File: config.mk
export PLATFORM = sky130hd
export DESIGN_NAME = ehr_ram
export DESIGN_NICKNAME = d
export VERILOG_FILES = /design/src/ehr_ram.sv
export SDC_FILE = /design/constraint.sdc
export NUM_CORES = 1
export LEC_CHECK = 0
export ABC_AREA = 1
export BUFFER_PORTS_ARGS = -buffer_cell sky130_fd_sc_hd__buf_4
export CAP_MARGIN = 20
export CORE_MARGIN = 3
export CORE_UTILIZATION = 25
export CTS_BUF_LIST = sky130_fd_sc_hd__clkbuf_2
export DETAILED_ROUTE_END_ITERATION = 8
export GPL_ROUTABILITY_DRIVEN = 1
export GPL_TIMING_DRIVEN = 1
export SLEW_MARGIN = 15
export SYNTH_ARGS = -nofsm -noshare
export SYNTH_HDL_FRONTEND = slang
export SYNTH_SLANG_ARGS = --single-unit
File: constraint.sdc
create_clock -name clock -period 2.48 [get_ports clock]
set_input_delay 0 -clock clock [delete_from_list [all_inputs] [get_ports clock]]
set_output_delay 0 -clock clock [all_outputs]
set_load 0.05 [all_outputs]
File: src/ehr_ram.sv
// Generic single-write, single-read RAM with registered read data.
`default_nettype none
module ehr_ram #(
   parameter int WIDTH = 8,
   parameter int DEPTH = 64
) (
   input  wire logic                                   clock,
   input  wire logic                                   wr_en,
   input  wire logic [(DEPTH > 1 ? $clog2(DEPTH) : 1)-1:0] wr_addr,
   input  wire logic [WIDTH-1:0]                       wr_data,
   input  wire logic [(DEPTH > 1 ? $clog2(DEPTH) : 1)-1:0] rd_addr,
   output logic      [WIDTH-1:0]                       rd_data
);
   logic [WIDTH-1:0] mem_ff [DEPTH];

   always_ff @(posedge clock) begin
      if (wr_en) begin
         mem_ff[wr_addr] <= wr_data;
      end
      rd_data <= mem_ff[rd_addr];
   end
endmodule
`default_nettype wire

Word-level counts from Yosys, hierarchy flattened:

Memories as Yosys holds them, arrays and structs flattened. A register that Yosys moved wholly into a read port is not among the register bits.
Index checks and enable logic that the tools add are counted.

* multiplexer cells: 2

Operator list (count)
* $mux W1: 2

* memory bits (writable): 512
* bits in registers: 0
* memories kept: 1
* input port bits: 22
* output and inout bits: 8

Memories
* mem_ff: depth 64, bits a word 8, read ports 1, clocked after Yosys merged registers in 1, write ports 1, line 14 `logic [WIDTH-1:0] mem_ff [DEPTH];`

Depth between registers and ports, before layout:

Gate-level depths: netlist of run 1.

* word-level depth: 2
* gate-level depth with buffers: 12
* depth with buffers taken out: 9

Least setup slack after synthesis of run 1:

Ideal clock, no wire load.

* kind: input -> register
* start: input port wr_en
* end: memory mem_ff[48][0] (enable)
* slack: 0.714 ns
* setup time: 0.395 ns
* required time: 2.085 ns
* data arrival time: 1.371 ns
* stages on the path: 3
* cell sequence: clkbuf_1 nand4_1 nor4_1

* word-level cells in the longest chain between the ends: 2

RTL lines
* from (decl): line 8 `input wire logic wr_en,`
* $mux W1: line 17 `if (wr_en) begin`
* $mux W1 (not written as such): line 18 `mem_ff[wr_addr] <= wr_data;`
* to (decl): line 14

No other way between the ends.

==> impl_results.md, run 1 <==
- Slew margin rel.: 0.407
- Die area: 88,900 um^2
- Syn Area/Cell: 11.8 um^2
- Top cells by area, synth: edfxtp_1 72%, nand2_1 11%, nand3_1 10%
- CP Data Arrival Time: approximately 3.4 ns
- Data required, critical path: between 3 and 4 ns
- RR Endpoint: rd_data[4]
- Yosys top cell by area: edfxtp_1
- Flops & latches, synth: 520
- Sequential share of power: 0.568
- Run status: finished clean
- Hold path startpoint: wr_data[3]
- TritonCTS clock tree: done
- CTS Buf Count: ~130
- Unrepaired setup endpoints after global routing: no
- Initial DRT Pass Iterations: 5
- Hold Vio Cnt, Final: 0
- Pwr/cell area: approximately 700 nW/um^2
- Max Cap Viol: 0
- Launching point of the worst reg2reg path: mem_ff[51][4]
- Slew Viols, Final: 0
- Area of the multi-input gates: between 4000 and 5000 um^2
- Residual DRC: 0
- Register area share after synthesis: 0.728
- Gate count of the mapped netlist: between 1,500 and 2,000
- Initial antenna violation count: 4
- GP Congestion: 0.821
- Post-DRT Antenna Nets: 0
- CP Launch Type: primary input
- Number of global-route vias before repair: about 14,000
- WL/cell: approximately 18 um
- Total Power: about 17,000 uW
- Clock tree buffer depth: 3
- Critical Path Sink: rd_data[4]
- NumNets Final: roughly 2,000
- Post-CTS Repair Setup Buffers: 0
- Non-Filler Instances: ~3,200
- Layout cells sized above 1: 0.149
- Clock Power Share: 0.357
- Top Ports: 30
- Clock transition at the registers of the reported paths: 0.12 ns
- H-tree lvl count: 4
- Row count: around 110
- Sw Ratio: 0.252
- Reg-to-reg slack, setup: roughly 0.15 ns
- Crit path kind: in -> reg
- Final Cycle Share: 0.974
- Leak: just under 0.009 uW
- Placed cells: between 2,000 and 3,000
- Synth unique cells: 16
- Logic gate share of total power: 0.075
- Core Util, Final: 0.292
- GR Overflow Total: 0
- Worst Tran Pin Value: approximately 0.89 ns
- Worst setup margin: ~0.065 ns
- Pre-CTS setup slack: between 0.5 and 0.6 ns
- Initial Utilization: 0.254
- DIE HEIGHT: 298 um
- Vias: 14,475
- Fillers: between 8,000 and 9,000
- Max Clk Rate: 414 MHz
- Min Tclk post-route: 2.41 ns
- Reg area: around 16,000 um^2
- Top-area cell type share of the netlist area: 0.720
- Clock root cell: clkbuf_2
- Setup TNS: 0 ns
- Total length of routed wires: about 57,000 um
- Crit path launch: rd_addr[1]
- Critical Path Sink Type: flop
- Core Footprint: 84,100 um^2
- Setup Skew: about 0.056 ns
- Worst Reg2Reg Path Length in Cells: 10
- Post-DP HPWL: ~32,000 um
- Clock latency on the worst-skew pair: roughly 1.1 ns
- Synthesized Nets: between 1,500 and 2,000
- Internal: between 10,000 and 15,000 uW
- Vias per cell: 4.54
- Port Buffers: 29
- Mapped cell area: between 20,000 and 25,000 um^2
- DR iter-0 viols: 1,418
- Area added between synthesis and finish: 14.9%
- Clock sink total: between 500 and 600
- Largest net degree at the start of global routing: slightly below 100
- Hold crit path type: in -> reg
- Final setup viols: 0
- GRT Util Overall: 0.126
- Critical Path Fanout Max: 51
- Max VDD drop: 0.290 mV
- Yosys warns: 0
- Sw Pwr: 4330 uW
- First-pass GRT wire length: 86,400 um
- Die X: 298 um
## Yosys cell counts (all sizes together)
| library cell | instances |
|---|---|
| nor4 | 8 |
| dfxtp | 8 |
| nand2 | 648 |
| nand4 | 9 |
| nor2 | 56 |
| edfxtp | 512 |
| buf | 98 |
| inv | 12 |
| nand3 | 439 |
| clkbuf | 15 |
## placed cells by master (no fill, tap or decap), drive strengths merged, types with 7 or more instances in the layout
master       instances
edfxtp             512
nor2                56
dlygate4sd3         43
nand4                9
inv                 15
nor4                 8
clkinv              16
dfxtp                8
bufinv               7
clkbuf             192
nand2              648
nand3              439
buf                 98
## area by class of cell
class,instances,area share
clock inverters,29,0.0126
inverters,12,0.00214
repair buffers,141,0.0528
diodes,3,0.000306
flip-flops and latches,520,0.633
clock buffers,192,0.0392
multi-input cells,1160,0.202
well taps,1134,0.0579
## worst max-delay path: stages
cell	delay (ns)
dlygate4sd3_1	0.61
buf_4	0.26
inv_4	0.29
buf_12	0.31
nand3_1	0.14
nand3_1	0.09
nand2_1	0.13
nand2_1	0.09
nand3_1	0.12
nand3_1	0.11
dlygate4sd3_1	0.55
nand2_1	0.05
dlygate4sd3_1	0.55
## worst min path at each step
stage	cells after the start	slack, ns	end
final	2	0.12	mem_ff[2][3]
after global routing	2	0.01	mem_ff[50][0]
after CTS	5	0.003	rd_data[7]
after detailed placement	3	0.37	rd_data[4]
after global placement	3	0.38	rd_data[4]
after floorplan	0	0.1	mem_ff[0][0]
## per-stage QoR
stage / area (um^2) / hold WS [ns]
6_report: 24500 / 0.120
5_1_grt: 24500 / 0.0121
4_1_cts: 24500 / 0.00319
3_5_place_dp: 22800 / 0.372
3_3_place_gp: 22800 / 0.377
2_1_floorplan: 21300 / 0.0989
## flip-flops by register name, indices dropped and copies added, names as in the netlist
name,cells
mem_ff,512
rd_data,8
## what timing repair did
action                                  4_1_cts  5_1_grt
endpoints found under the hold margin      1032        0
endpoints found under the setup margin        0        1
gates resized for setup                       0        0
hold buffers                                 44        0
## metal layers
layer / track usage / share of wire / vias to the layer above
li1: - / - / 6741
met1: 0.169 / 0.44 / 7019
met2: 0.197 / 0.46 / 615
met3: 0.0391 / 0.085 / 98
met4: 0.0396 / 0.019 / 2
met5: 0 / 0.00023 / -
## power groups by stage
| stage | sequential [uW] | clock [uW] | combinational [uW] |
|---|---|---|---|
| after floorplan | 9990 | 0 | 684 |
| after global placement | 9960 | 0 | 1210 |
| after detailed placement | 9960 | 0 | 1220 |
| after CTS | 9760 | 6300 | 1290 |
| after global routing | 9770 | 6790 | 1410 |
| final | 9760 | 6130 | 1290 |
## logic make-up after synthesis
logic type / synth area share
simple gates: 0.232
flops: 0.728
buf+inv: 0.0402
(Power assumes the default switching activity.)
==> run 2: changes to the inputs <==
==> constraint.sdc (replaced) <==
create_clock -name clock -period 3 [get_ports clock]
set_input_delay 0 -clock clock [delete_from_list [all_inputs] [get_ports clock]]
set_output_delay 0 -clock clock [all_outputs]
set_load 0.05 [all_outputs]
==> run 2 against run 1 <==
Combinational power decreased by 19%. Final cell count is 0.38% higher. Sequential power down 17%. Global-route usage barely moved. Die area is the same. Critical endpoint is now rd_data[1].
==> impl_results.md, run 2 (same netlist as run 1, synthesis figures left out) <==
- Residual DRC: 0
- Max VDD drop: about 0.33 mV
- WL/cell: between 15 and 20 um
- Clock sink total: 520
- Crit path kind: reg -> reg
- Number of global-route vias before repair: 14,663
- Layout cells sized above 1: 0.153
- Run status: finished clean
- Critical Path Sink Type: flop
- Fillers: between 8,000 and 9,000
- Final setup viols: 0
- GP Congestion: 0.836
- Leak: 0.00892 uW
- Slew margin rel.: 0.419
- Pre-CTS setup slack: ~0.9 ns
- Total length of routed wires: approximately 57,000 um
- TritonCTS clock tree: done
- NumNets Final: around 2,000
- Logic gate share of total power: 0.074
- Max Cap Viol: 0
- Sw Ratio: 0.256
- Max Clk Rate: around 350 MHz
- GR Overflow Total: 0
- Largest net degree at the start of global routing: between 150 and 200
- Vias per cell: about 4.6
- Total Power: between 10,000 and 15,000 uW
- Most frequent cells in the layout: 648 x nand2_1, 512 x edfxtp_1, 438 x nand3_1
- DIE HEIGHT: between 200 and 300 um
- Min Tclk post-route: about 2.9 ns
- Post-DP HPWL: around 32,000 um
- CP Launch Type: flop
- Die X: just under 300 um
- Clock latency on the worst-skew pair: around 1.1 ns
- Port Buffers: 29
- Data required, critical path: 3.97 ns
- Pwr/cell area: approximately 580 nW/um^2
- DR iter-0 viols: roughly 1,500
- Worst setup margin: 0.138 ns
- First-pass GRT wire length: 87,000 um
- Hold crit path type: in -> reg
- H-tree lvl count: 4
- Clock transition at the registers of the reported paths: ~0.11 ns
- Top reg by flops: mem_ff
- Max FFs per register: just over 500
- Unrepaired setup endpoints after global routing: no
- Top Ports: 30
- Setup Skew: about 0.059 ns
- CTS Buf Count: 132
- Worst Tran Pin Value: 0.871 ns
- Setup TNS: 0 ns
- Slew Viols, Final: 0
- Most common cell after layout, fill and taps aside: nand2_1
- Post-DRT Antenna Nets: 0
- Row count: 106
- Initial antenna violation count: 2
- Area added between synthesis and finish: 14.7%
- GRT Util Overall: 0.127
- Sequential share of power: 0.572
- Clock tree buffer depth: 3
- Largest registers: mem_ff x512, rd_data x8
- Sw Pwr: 3610 uW
- Final Cycle Share: 0.954
- Die area: 88,900 um^2
- Clock Power Share: 0.353
- Internal: about 10,000 uW
- Initial Utilization: 0.254
- Clock root cell: clkbuf_2
- Critical Path Fanout Max: 1
- Vias: 14,635
- Core Footprint: ~84,000 um^2
- Hold Vio Cnt, Final: 0
- Initial DRT Pass Iterations: 5
- CP Data Arrival Time: roughly 3.8 ns
[run 2: cell types whose count changed in the layout (fill, tap and decap cells not counted), sizes merged]
| cell | delta |
|---|---|
| buf | +4 |
| diode | -2 |
| bufinv | -2 |
| clkbuf | +6 |
| dlygate4sd3 | +3 |
| clkinvlp | -3 |
| inv | +1 |
| clkinv | +5 |
[run 2: critical path: stages (launching register included)]
cell,delay [ns]
edfxtp_1,0.39
nand2_1,0.08
nand3_1,0.08
dlygate4sd3_1,0.57
nand3_1,0.07
nand2_1,0.08
dlygate4sd3_1,0.58
nand2_1,0.07
nand3_1,0.07
dlygate4sd3_1,0.58
nand3_1,0.12
nand2_1,0.08
[run 2: final timing paths]
kind                      start       endpoint  slack (ns)  depth (start not counted)
setup / recovery  mem_ff[21][1]     rd_data[1]        0.14                         11
hold / removal       wr_data[7]  mem_ff[52][7]        0.12                          2
setup reg to reg  mem_ff[21][1]     rd_data[1]        0.14                         11
hold reg to reg   mem_ff[28][7]     rd_data[7]        0.88                          8
[run 2: what timing repair did]
action                                  4_1_cts  5_1_grt
endpoints found under the hold margin      1032        0
hold buffers                                 47        0
endpoints found under the setup margin        0        3
buffers inserted                              0        0
gates resized for setup                       0        3
[run 2: cell type report]
| class | instances | area (um^2) | share of cell area |
|---|---|---|---|
| inverter | 12 | 55.1 | 0.00225 |
| multi-input combinational | 1160 | 4950 | 0.202 |
| antenna | 1 | 2.50 | 0.000102 |
| sequential | 520 | 15500 | 0.634 |
| timing repair buffer | 148 | 1280 | 0.0524 |
| tap | 1134 | 1420 | 0.0579 |
| clock buffer | 198 | 991 | 0.0405 |
| clock inverter | 30 | 248 | 0.0101 |
[run 2: routing by layer]
layer,share of wire,GRT usage
met5,0,0
met1,0.45,0.173
met2,0.45,0.195
met3,0.078,0.0305
met4,0.027,0.0472
[run 2: stage by stage]
| stage | instance area, um^2 | utilization | hold WS [ns] | instances |
|---|---|---|---|---|
| final | 24500 | 0.291 | 0.125 | 3203 |
| after global routing | 24500 | 0.291 | 0.0498 | 3203 |
| after CTS | 24500 | 0.291 | 0.0253 | 3203 |
| after detailed placement | 22800 | 0.271 | 0.357 | 2928 |
| after global placement | 22800 | 0.271 | 0.343 | 2928 |
| after floorplan | 21300 | - | 0.0989 | 1805 |
[run 2: power by group through the flow]
stage | Sequential [uW] | Combinational (uW) | Clock [uW]
after CTS | 8070 | 1050 | 5110
after floorplan | 8260 | 565 | 0
final | 8070 | 1050 | 4980
after detailed placement | 8240 | 984 | 0
after global placement | 8240 | 972 | 0
after global routing | 8080 | 1150 | 5500
